<file path="src/wsfp_pkg.sv">
// ----------------------------------------------------------------------------
// wsfp_pkg : shared types and codes for the WebSocket frame parser
// Event codes, length codes and the result word passed from core to top.
// ----------------------------------------------------------------------------
package wsfp_pkg;

	localparam int EventW  = 3;
	localparam int LengthW = 64;
	localparam int KeyW    = 32;

	// event codes
	localparam logic [EventW-1:0] EV_HEADER  = 3'd0;
	localparam logic [EventW-1:0] EV_PAYLOAD = 3'd1;
	localparam logic [EventW-1:0] EV_ERROR   = 3'd2;
	localparam logic [EventW-1:0] EV_IGNORED = 3'd3;
	localparam logic [EventW-1:0] EV_RESET   = 3'd4;

	// seven-bit length codes that announce an extended length
	localparam logic [6:0] LEN_CODE_EXT16 = 7'd126;
	localparam logic [6:0] LEN_CODE_EXT64 = 7'd127;

	// extension sizes in bytes
	localparam logic [3:0] EXT16_BYTES = 4'd2;
	localparam logic [3:0] EXT64_BYTES = 4'd8;
	localparam logic [3:0] KEY_BYTES   = 4'd4;

	typedef struct packed {
		logic [EventW-1:0]  event_res;
		logic [7:0]         payload_byte;
		logic               frame_end;
		logic               final_flag;
		logic [3:0]         opcode;
		logic               masked;
		logic [KeyW-1:0]    mask_key;
		logic [LengthW-1:0] frame_length;
		logic [LengthW-1:0] payload_offset;
	} wsfp_result_t;

endpackage

</file>
<file path="src/wsfp_core.sv">
// ----------------------------------------------------------------------------
// wsfp_core : header state machine and per-word result logic
// Holds the parse state; computes one result per word and advances on step.
// ----------------------------------------------------------------------------
module wsfp_core (
	input  logic                 clk,
	input  logic                 arst_n,
	input  logic                 step,
	input  logic                 action,
	input  logic [7:0]           in_byte,
	output wsfp_pkg::wsfp_result_t result
);

	localparam logic [2:0] PH_START   = 3'd0;
	localparam logic [2:0] PH_BYTE2   = 3'd1;
	localparam logic [2:0] PH_LEN     = 3'd2;
	localparam logic [2:0] PH_MASK    = 3'd3;
	localparam logic [2:0] PH_PAYLOAD = 3'd4;
	localparam logic [2:0] PH_ERROR   = 3'd5;

	logic [2:0]                     phase_q, phase_n;
	logic [7:0]                     first_hdr_q, first_hdr_n;
	logic                           mask_pres_q, mask_pres_n;
	logic [3:0]                     bytes_left_q, bytes_left_n;
	logic [wsfp_pkg::LengthW-1:0]   exp_len_q, exp_len_n;
	logic [wsfp_pkg::LengthW-1:0]   offset_q, offset_n, offset_inc;
	logic [wsfp_pkg::KeyW-1:0]      mask_word_q, mask_word_n;
	logic                           len_known, fill_hdr, done, hdr_err;

	assign offset_inc = offset_q + {{(wsfp_pkg::LengthW-1){1'b0}}, 1'b1};
	assign hdr_err    = (in_byte[6:4] != 3'd0) || in_byte[2] || (in_byte[1:0] == 2'b11);

	always_comb begin
		phase_n      = phase_q;
		first_hdr_n  = first_hdr_q;
		mask_pres_n  = mask_pres_q;
		bytes_left_n = bytes_left_q;
		exp_len_n    = exp_len_q;
		offset_n     = offset_q;
		mask_word_n  = mask_word_q;
		len_known    = 1'b0;
		fill_hdr     = 1'b0;
		done         = 1'b0;
		result       = '0;

		if (action) begin
			phase_n          = PH_START;
			first_hdr_n      = 8'd0;
			mask_pres_n      = 1'b0;
			bytes_left_n     = 4'd0;
			exp_len_n        = '0;
			offset_n         = '0;
			mask_word_n      = '0;
			result.event_res = wsfp_pkg::EV_RESET;
		end else begin
			unique case (phase_q)
				PH_START: begin
					first_hdr_n  = in_byte;
					mask_pres_n  = 1'b0;
					bytes_left_n = 4'd0;
					fill_hdr     = 1'b1;
					if (hdr_err) begin
						phase_n          = PH_ERROR;
						result.event_res = wsfp_pkg::EV_ERROR;
					end else begin
						phase_n          = PH_BYTE2;
						result.event_res = wsfp_pkg::EV_HEADER;
					end
				end
				PH_BYTE2: begin
					mask_pres_n      = in_byte[7];
					fill_hdr         = 1'b1;
					result.event_res = wsfp_pkg::EV_HEADER;
					if (in_byte[6:0] == wsfp_pkg::LEN_CODE_EXT16) begin
						bytes_left_n = wsfp_pkg::EXT16_BYTES;
						phase_n      = PH_LEN;
					end else if (in_byte[6:0] == wsfp_pkg::LEN_CODE_EXT64) begin
						bytes_left_n = wsfp_pkg::EXT64_BYTES;
						phase_n      = PH_LEN;
					end else begin
						bytes_left_n = 4'd0;
						exp_len_n    = {{(wsfp_pkg::LengthW-7){1'b0}}, in_byte[6:0]};
						len_known    = 1'b1;
					end
				end
				PH_LEN: begin
					exp_len_n        = {exp_len_q[wsfp_pkg::LengthW-9:0], in_byte};
					fill_hdr         = 1'b1;
					result.event_res = wsfp_pkg::EV_HEADER;
					if (bytes_left_q <= 4'd1) begin
						bytes_left_n = 4'd0;
						len_known    = 1'b1;
					end else begin
						bytes_left_n = bytes_left_q - 4'd1;
					end
				end
				PH_MASK: begin
					mask_word_n      = {mask_word_q[wsfp_pkg::KeyW-9:0], in_byte};
					fill_hdr         = 1'b1;
					result.event_res = wsfp_pkg::EV_HEADER;
					if (bytes_left_q <= 4'd1) begin
						bytes_left_n = 4'd0;
						if (exp_len_q == '0) begin
							done = 1'b1;
						end else begin
							phase_n = PH_PAYLOAD;
						end
					end else begin
						bytes_left_n = bytes_left_q - 4'd1;
					end
				end
				PH_PAYLOAD: begin
					fill_hdr              = 1'b1;
					result.event_res      = wsfp_pkg::EV_PAYLOAD;
					result.payload_byte   = in_byte;
					result.payload_offset = offset_q;
					offset_n              = offset_inc;
					if (offset_inc >= exp_len_q) begin
						done = 1'b1;
					end
				end
				default: begin
					// error phase and unused codes: drop the word
					result.event_res = wsfp_pkg::EV_IGNORED;
				end
			endcase
		end

		// length settled: go on to the key, the payload, or close an empty frame
		if (len_known) begin
			if (mask_pres_n) begin
				bytes_left_n = wsfp_pkg::KEY_BYTES;
				phase_n      = PH_MASK;
			end else if (exp_len_n == '0) begin
				done = 1'b1;
			end else begin
				phase_n = PH_PAYLOAD;
			end
		end

		if (fill_hdr) begin
			result.final_flag   = first_hdr_n[7];
			result.opcode       = first_hdr_n[3:0];
			result.masked       = mask_pres_n;
			result.mask_key     = mask_word_n;
			result.frame_length = exp_len_n;
		end

		if (done) begin
			result.frame_end = 1'b1;
			phase_n          = PH_START;
			exp_len_n        = '0;
			offset_n         = '0;
			mask_word_n      = '0;
		end
	end

	always_ff @(posedge clk or negedge arst_n) begin
		if (!arst_n) begin
			phase_q      <= PH_START;
			first_hdr_q  <= 8'd0;
			mask_pres_q  <= 1'b0;
			bytes_left_q <= 4'd0;
			exp_len_q    <= '0;
			offset_q     <= '0;
			mask_word_q  <= '0;
		end else if (step) begin
			phase_q      <= phase_n;
			first_hdr_q  <= first_hdr_n;
			mask_pres_q  <= mask_pres_n;
			bytes_left_q <= bytes_left_n;
			exp_len_q    <= exp_len_n;
			offset_q     <= offset_n;
			mask_word_q  <= mask_word_n;
		end
	end

endmodule

</file>
<file path="src/websocket_frame_parser_top.sv">
// ----------------------------------------------------------------------------
// websocket_frame_parser_top : streaming WebSocket frame header parser
// Throughput: one word per cycle while m_tready holds; input register, state update, result register.
// Reset: arst_n clears both stages and returns the parser to frame start.
// A reset word on tuser returns the parse state to frame start in-band and yields a reset-done result.
// ----------------------------------------------------------------------------
module websocket_frame_parser_top (
	input  logic         clk,
	input  logic         arst_n,
	// input stream
	input  logic         s_tvalid,
	output logic         s_tready,
	input  logic [7:0]   s_tdata,   // [7:0] in_byte
	input  logic         s_tuser,   // [0] action (1 = reset parser)
	// result stream
	output logic         m_tvalid,
	input  logic         m_tready,
	output logic [175:0] m_tdata,   // [7:0] payload_byte, [8] final_flag,
	                                // [12:9] opcode, [13] masked,
	                                // [45:14] mask_key, [109:46] frame_length,
	                                // [173:110] payload_offset, [175:174] zero
	output logic [2:0]   m_tuser,   // [2:0] event_res
	output logic         m_tlast    // frame_end
);

	// stage 1: captured input word
	logic       valid_s1;
	logic       action_s1;
	logic [7:0] byte_s1;

	// stage 2: registered result
	logic                   valid_s2;
	wsfp_pkg::wsfp_result_t res_s2;

	wsfp_pkg::wsfp_result_t res_comb;
	logic                   s2_free;
	logic                   advance;

	// the result register frees when empty or being taken this cycle
	assign s2_free  = !valid_s2 || m_tready;
	// move stage 1 into stage 2; the parse state steps with it
	assign advance  = valid_s1 && s2_free;
	// take a new word whenever stage 1 is empty or draining
	assign s_tready = !valid_s1 || advance;

	always_ff @(posedge clk or negedge arst_n) begin
		if (!arst_n) begin
			valid_s1 <= 1'b0;
		end else if (s_tready) begin
			valid_s1 <= s_tvalid;
		end
	end

	// payload of stage 1 needs no reset; hold it while stalled
	always_ff @(posedge clk) begin
		if (s_tready && s_tvalid) begin
			action_s1 <= s_tuser;
			byte_s1   <= s_tdata;
		end
	end

	wsfp_core u_core (
		.clk     (clk),
		.arst_n  (arst_n),
		.step    (advance),
		.action  (action_s1),
		.in_byte (byte_s1),
		.result  (res_comb)
	);

	always_ff @(posedge clk or negedge arst_n) begin
		if (!arst_n) begin
			valid_s2 <= 1'b0;
		end else if (s2_free) begin
			valid_s2 <= valid_s1;
		end
	end

	always_ff @(posedge clk) begin
		if (advance) begin
			res_s2 <= res_comb;
		end
	end

	assign m_tvalid = valid_s2;
	assign m_tuser  = res_s2.event_res;
	assign m_tlast  = res_s2.frame_end;
	assign m_tdata  = {2'b00,
	                   res_s2.payload_offset,
	                   res_s2.frame_length,
	                   res_s2.mask_key,
	                   res_s2.masked,
	                   res_s2.opcode,
	                   res_s2.final_flag,
	                   res_s2.payload_byte};

endmodule
</file>
<file path="config.mk">
export PLATFORM = sky130hd
export DESIGN_NAME = websocket_frame_parser_top
export DESIGN_NICKNAME = d
export VERILOG_FILES = /design/src/wsfp_pkg.sv /design/src/wsfp_core.sv /design/src/websocket_frame_parser_top.sv
export SDC_FILE = /design/constraint.sdc
export NUM_CORES = 1
export LEC_CHECK = 0
export BUFFER_PORTS_ARGS = -buffer_cell sky130_fd_sc_hd__buf_4
export CAP_MARGIN = 25
export CORE_MARGIN = 2
export CORE_UTILIZATION = 45
export DETAILED_ROUTE_END_ITERATION = 16
export PLACE_DENSITY = 0.7
export SLEW_MARGIN = 20
export SYNTH_ARGS = -nofsm -noshare
export SYNTH_HDL_FRONTEND = slang
export SYNTH_HIERARCHICAL = 1
export SYNTH_SLANG_ARGS = --single-unit
</file>
<file path="constraint.sdc">
create_clock -name clk -period 7.7 [get_ports clk]
set_input_delay 1.54 -clock clk [delete_from_list [all_inputs] [get_ports clk]]
set_output_delay 1.54 -clock clk [all_outputs]
set_load 0.005 [all_outputs]
</file>
## Word-level counts from Yosys, hierarchy flattened

Cells that the tools add are included.

- $add $sub $neg: 2
- Multiply operators: 0
- Div/mod/pow operators: 0
- Magnitude comparators: 2
- Eq/ne operators: 7
- Shift-type cells: 0
- Muxes and demuxes: 51
- Bitwise operators: 1
- Reduce and logical (&&, ||, !) cells: 18

Operators by type and width:

| operator | number |
|---|---|
| $mux 64 | 7 |
| $logic_not 64->1 | 2 |
| $pmux 64 s2 | 1 |
| $mux 32 | 3 |
| $add 64x1->64 const B | 1 |
| $ge 64x64->1 | 1 |
| $mux 3 | 10 |
| $mux 4 | 6 |
| $pmux 3 s3 | 2 |
| $mux 8 | 2 |
| $mux 1 | 15 |
| $eq 7x7->1 const B | 2 |
| $pmux 4 s3 | 1 |
| $eq 3x2->1 const B | 2 |
| $pmux 1 s2 | 3 |
| $reduce_bool 3->1 | 2 |
| $reduce_or 5->1 | 1 |
| $le 4x1->1 const B | 1 |
| $logic_or 1x1->1 | 4 |
| $reduce_or 2->1 | 2 |
| $sub 4x1->4 const B | 1 |
| $eq 3x1->1 const B | 1 |
| $eq 3x3->1 const B | 1 |
| $logic_not 3->1 | 1 |
| other kinds (7) | 9 |

- Bits in registers: 362
- Bits in latches: 0
- Memory bits (writable): 0
- Bits in read-only memories: 0
- Output and inout port bits: 182
- Logic and storage cells: 101
- Memories kept: 0

## Logic depth before layout (Yosys ltp)

- Depth after elaboration: 11
- Mapped depth: 22
- Gate-level depth less buffers: 17

## By module

Netlist, hierarchy kept.

Modules (own cells, without submodules):

| module | instances | cells an instance | area each (µm²) |
|---|---|---|---|
| wsfp_core | 1 | 1608 | 12978.7 |
| websocket_frame_parser_top | 1 | 198 | 5738.0 |

## Worst setup path before layout

OpenSTA, ideal clock, no wires.

- Path kind: input to register
- From: input m_tready
- To: register u_core/mask_word_q[1] (netlist name)
- Library setup time: 0.066 ns
- Data arrival time: 7.807 ns
- Data required time: 7.634 ns
- Setup slack: -0.174 ns
- Stages on the path: 6
- Cell sequence: nand2b_1 and2_1 nand2_1 nor4_1 clkbuf_1 a22o_1

- Longest elaborated chain between the ends: 2

RTL lines:

| what | line | RTL |
|---|---|---|
| start: declaration | websocket_frame_parser_top.sv:17 | `input logic m_tready,` |
| $logic_or 1x1->1 | websocket_frame_parser_top.sv:40 | `assign s2_free = !valid_s2 \|\| m_tready;` |
| $logic_and 1x1->1 | websocket_frame_parser_top.sv:42 | `assign advance = valid_s1 && s2_free;` |
| named net advance | websocket_frame_parser_top.sv:37 | `logic advance;` |
| end signal: assignment | wsfp_core.sv:174 | `mask_word_q <= mask_word_n;` |
| end: declaration | wsfp_core.sv:27 | `logic [wsfp_pkg::KeyW-1:0] mask_word_q, mask_word_n;` |

The timed path passes the listed nets, and every way through them passes these cells.
A chain may end at the register's enable or synchronous reset.

## Worst setup path in the final report

- From: register u_core/offset_q[0] (netlist name)
- To: register u_core/exp_len_q[46] (netlist name)

- Longest elaborated chain between the ends: 9

RTL lines:

| what | line | RTL |
|---|---|---|
| start: declaration | wsfp_core.sv:26 | `logic [wsfp_pkg::LengthW-1:0] offset_q, offset_n, offset_inc;` |
| start signal: assignment | wsfp_core.sv:173 | `offset_q <= offset_n;` |
| $add 64x1->64 (*) | wsfp_core.sv:30 | `assign offset_inc = offset_q + {{(wsfp_pkg::LengthW-1){1'b0}}, 1'b1};` |
| $ge 64x64->1 (*) | wsfp_core.sv:118 | `if (offset_inc >= exp_len_q) begin` |
| $mux 1 (*) | wsfp_core.sv:118 |  |
| $pmux 1 s2 (*) | wsfp_core.sv:56 | `unique case (phase_q)` |
| $mux 1 (*) | wsfp_core.sv:46 | `if (action) begin` |
| $mux 1 | wsfp_core.sv:134 | `end else if (exp_len_n == '0) begin` |
| $mux 1 | wsfp_core.sv:131 | `if (mask_pres_n) begin` |
| $mux 1 (*) | wsfp_core.sv:130 | `if (len_known) begin` |
| $mux 64 (*) | wsfp_core.sv:149 | `if (done) begin` |
| end signal: assignment | wsfp_core.sv:172 | `exp_len_q <= exp_len_n;` |
| end: declaration | wsfp_core.sv:25 | `logic [wsfp_pkg::LengthW-1:0] exp_len_q, exp_len_n;` |

Every way passes the cells marked *; elsewhere a longest branch is shown, timed or not.

==> impl_metrics.env <==
export IMPL_cts_hold_buffers_added=0
export IMPL_skew_ns=0.01625
export IMPL_routed_via_density=6.085
export IMPL_clk_transition_reported_paths_ns=0.06
export IMPL_first_pass_iters=6
export IMPL_crit_arrival_ns=7.08
export IMPL_min_period_ns=6.579
export IMPL_io_buffer_count=192
export IMPL_grt_total_usage=0.2619
export IMPL_outcome="finished clean"
export IMPL_detail_route_wl_per_cell_um=23.05
export IMPL_timing_hold_worst_class="register to register"
export IMPL_global_route_wire_length_before_repair_um=88540
export IMPL_synthDistinctLibCells=77
export IMPL_flip_flop_and_latch_count_after_synthesis=362
export IMPL_number_of_clock_sinks=362
export IMPL_numCtsBuffers=42
export IMPL_post_layout_nonfiller_instances=2496
export IMPL_fillerInstances=3610
export IMPL_finalSetupTns_ns=0
export IMPL_postSynth_asyncResetShare=0.4834
export IMPL_initial_antenna_violation_count=1
export IMPL_synth_enable_flop_cells=187
export IMPL_netSwitchingFraction=0.3179
export IMPL_synth_ff_type="sky130_fd_sc_hd__edfxtp_1"
export IMPL_crit_fanout=45
export IMPL_int_power_mw=3.824
export IMPL_drt_total_wl_um=57520
export IMPL_n_antenna_cell=0
export IMPL_power_per_cell_area_nw_per_um2=256.2
export IMPL_maxCapViolCount=0
export IMPL_clk_insertion_delay_late_ns=0.57
export IMPL_tritoncts="yes"
export IMPL_synthesis_instances=1806
export IMPL_syn_area_per_cell_um2=10.36
export IMPL_worstSetupPathType="register to register"
export IMPL_num_io_pins=195
export IMPL_ratio_of_cells_with_drive_above_1_in_the_final_layout=0.1594
export IMPL_final_net_count=2010
export IMPL_dp_cells=2417
export IMPL_max_freq_ghz=0.1520
export IMPL_finalHoldViolCount=0
export IMPL_sequential_cell_area_um2=9995
export IMPL_multi_input_comb_area_um2=7806
export IMPL_maxSlewViolCount=0
export IMPL_slew_headroom=0.2927
export IMPL_p_sw_mw=1.782
export IMPL_layout_commonest_cell="sky130_fd_sc_hd__nand2_1"
export IMPL_critical_path_startpoint_type="register"
export IMPL_clk_tree_root_cell="sky130_fd_sc_hd__clkbuf_16"
export IMPL_rsz0062_at_grt="no"
export IMPL_total_power_mw=5.606
export IMPL_globalRouteOverflowTotal=0
export IMPL_cts_htree_levels=2
export IMPL_drtAntennaViolNets=0
export IMPL_die_h_um=207.9
export IMPL_sequential_area_share_after_synthesis=0.5340
export IMPL_floorplan_rows=74
export IMPL_layout_cells_most_common_list="sky130_fd_sc_hd__nand2_1 (227), sky130_fd_sc_hd__buf_4 (219), sky130_fd_sc_hd__edfxtp_1 (187)"
export IMPL_post_cts_resized_instances=0
export IMPL_cts_setup_buffers=0
export IMPL_largest_net_degree_at_the_start_of_global_routing=76
export IMPL_synth_warnings=6
export IMPL_initial_utilization=0.4573
export IMPL_die_area_um2=43240
export IMPL_layout_worst_path_cycle_share=0.8544
export IMPL_grt_pass1_vias=14868
export IMPL_finalSetupViolCount=0
export IMPL_core_area_um2=40920
export IMPL_gpl_final_weighted_congestion=0.9518
export IMPL_vdd_drop_max_mv=0.1866
export IMPL_critPathRequiredTime_ns=8.20
export IMPL_layout_area_overhead_vs_synth_pct=16.90
export IMPL_p_leak_nw=9.212
export IMPL_rrSetupSlack_ns=1.12
export IMPL_cts_path_max_buffers=3
export IMPL_dp_hpwl_um=39340
export IMPL_vias=15188
export IMPL_pwr_share_clk=0.364
export IMPL_seqPwrFrac=0.418
export IMPL_crit_path_capture_type="register"
export IMPL_max_slew_worst_pin_slew_ns=1.061
export IMPL_initialDrtViolationCount=1566
export IMPL_synth_cell_area_um2=18720
export IMPL_chipWidth_um=207.9
export IMPL_p_comb_frac=0.218
export IMPL_post_route_drc_count=0
[cells in the mapped netlist (4+ instances only)]
cell,count,area share
sky130_fd_sc_hd__a211oi_1,8,0.0032
sky130_fd_sc_hd__a21o_1,8,0.0032
sky130_fd_sc_hd__o21a_1,7,0.0028
sky130_fd_sc_hd__o21ai_0,42,0.011
sky130_fd_sc_hd__a221o_1,4,0.0021
sky130_fd_sc_hd__nand3_1,44,0.012
sky130_fd_sc_hd__a31oi_1,14,0.0047
sky130_fd_sc_hd__o2bb2ai_1,7,0.0033
sky130_fd_sc_hd__ha_1,67,0.045
sky130_fd_sc_hd__mux2i_1,14,0.0075
sky130_fd_sc_hd__and3_1,80,0.027
sky130_fd_sc_hd__xnor2_1,42,0.020
sky130_fd_sc_hd__a2bb2oi_1,7,0.0033
sky130_fd_sc_hd__or3_1,9,0.0030
sky130_fd_sc_hd__buf_2,17,0.0045
sky130_fd_sc_hd__xor2_1,22,0.010
sky130_fd_sc_hd__edfxtp_1,187,0.30
sky130_fd_sc_hd__a21oi_1,118,0.032
sky130_fd_sc_hd__nand4_1,33,0.011
sky130_fd_sc_hd__and4_1,11,0.0051
sky130_fd_sc_hd__inv_1,85,0.017
sky130_fd_sc_hd__o21bai_1,5,0.0020
sky130_fd_sc_hd__clkbuf_1,106,0.021
sky130_fd_sc_hd__o31ai_1,14,0.0056
sky130_fd_sc_hd__a22oi_1,32,0.013
sky130_fd_sc_hd__a22o_1,114,0.053
sky130_fd_sc_hd__nand2b_1,11,0.0037
sky130_fd_sc_hd__buf_4,11,0.0044
sky130_fd_sc_hd__nand2_1,227,0.046
sky130_fd_sc_hd__nor4_1,26,0.0087
sky130_fd_sc_hd__a21boi_0,7,0.0028
sky130_fd_sc_hd__nor3_1,37,0.0099
sky130_fd_sc_hd__nor2b_1,9,0.0030
sky130_fd_sc_hd__dfrtp_1,175,0.23
sky130_fd_sc_hd__a221oi_1,7,0.0033
sky130_fd_sc_hd__nor2_1,110,0.022
sky130_fd_sc_hd__o22ai_1,13,0.0043
sky130_fd_sc_hd__and2_1,13,0.0043
sky130_fd_sc_hd__or2_2,5,0.0017
sky130_fd_sc_hd__buf_6,5,0.0030
[registers in the layout, indices dropped and copies added, names as in the netlist, 3 cells and up]
signal and count:
u_core/phase_q 3, m_tdata 174, m_tuser 3, u_core/exp_len_q 64
u_core/bytes_left_q 4, u_core/first_hdr_q 5, u_core/offset_q 64, u_core/mask_word_q 32
byte_s1 8
[final cells by class]
cell class                      instances  area share
Timing Repair Buffer                  221     0.07634
Tap cell                              532     0.03042
Inverter                               85     0.01458
Sequential cell                       362      0.4568
Clock inverter                         25     0.01287
Multi-Input combinational cell       1218      0.3568
Clock buffer                           53     0.05221
[worst max-delay path: stages (launching register included)]
cell	delay (ns)
sky130_fd_sc_hd__dfrtp_1	0.46
sky130_fd_sc_hd__ha_1	0.27
sky130_fd_sc_hd__and3_1	0.28
sky130_fd_sc_hd__nand3_1	0.37
sky130_fd_sc_hd__nor4_2	0.75
sky130_fd_sc_hd__nand4_1	0.40
sky130_fd_sc_hd__nand2b_1	0.39
sky130_fd_sc_hd__nor2_1	0.25
sky130_fd_sc_hd__xor2_1	0.18
sky130_fd_sc_hd__ha_1	0.28
sky130_fd_sc_hd__a21oi_1	0.15
sky130_fd_sc_hd__nand2_1	0.07
sky130_fd_sc_hd__a221oi_1	0.45
sky130_fd_sc_hd__nand3_1	0.16
sky130_fd_sc_hd__o41a_1	0.62
sky130_fd_sc_hd__or3_1	0.55
sky130_fd_sc_hd__o21ai_4	0.17
sky130_fd_sc_hd__buf_4	0.43
sky130_fd_sc_hd__a22o_1	0.23
[cell families after synthesis]
family          after synthesis  synth area share
compound gates              436            0.1645
fa+ha+maj                    67           0.04479
mux                          15          0.008088
buf+inv                     227           0.05094
other cells                   1         0.0002004
simple gates                634            0.1675
xor+xnor                     64           0.02995
flops                       362            0.5340
[stage by stage]
stage                 util  worst slack (ns)  hold slack [ns]  instance area [µm²]
floorplan                -             2.169           0.4546                18720
global placement    0.4995             1.500           0.4697                20440
detailed placement  0.4995             1.267           0.4746                20440
CTS                 0.5343             1.225           0.4917                21860
global route        0.5346            0.5983           0.5093                21880
finish              0.5346             1.121           0.4910                21880
[metal layers]
| layer | up-vias | global-route usage | routed length (µm) |
|---|---|---|---|
| met2 | 744 | 0.4207 | 27130 |
| met5 | - | 0 | 0 |
| li1 | 6841 | - | - |
| met1 | 7453 | 0.3514 | 23620 |
| met4 | 0 | 0.1149 | 2383 |
| met3 | 150 | 0.04317 | 4383 |
[worst paths after layout]
path	start	end	cells past startpoint
worst max-delay path	u_core/offset_q[0]$_DFFE_PN0P_	u_core/exp_len_q[46]$_DFFE_PN0P_	18
max in group asynchronous	arst_n	u_core/offset_q[60]$_DFFE_PN0P_	2
worst min-delay path	u_core/first_hdr_q[2]$_DFFE_PN0P_	u_core/first_hdr_q[2]$_DFFE_PN0P_	1
worst max register to register	u_core/offset_q[0]$_DFFE_PN0P_	u_core/exp_len_q[46]$_DFFE_PN0P_	18
min in group asynchronous	arst_n	u_core/mask_word_q[23]$_DFFE_PN0P_	1
worst min register to register	u_core/first_hdr_q[2]$_DFFE_PN0P_	u_core/first_hdr_q[2]$_DFFE_PN0P_	1
[power by group through the flow]
stage	logic (mW)	registers [mW]	clock network, mW
after floorplan	0.785	2.30	0
after global placement	1.17	2.37	0
after detailed placement	1.19	2.37	0
after CTS	1.20	2.34	2.09
after global routing	1.32	2.36	2.17
final	1.22	2.34	2.04
Note: power is estimated with default switching activity, not from simulation.
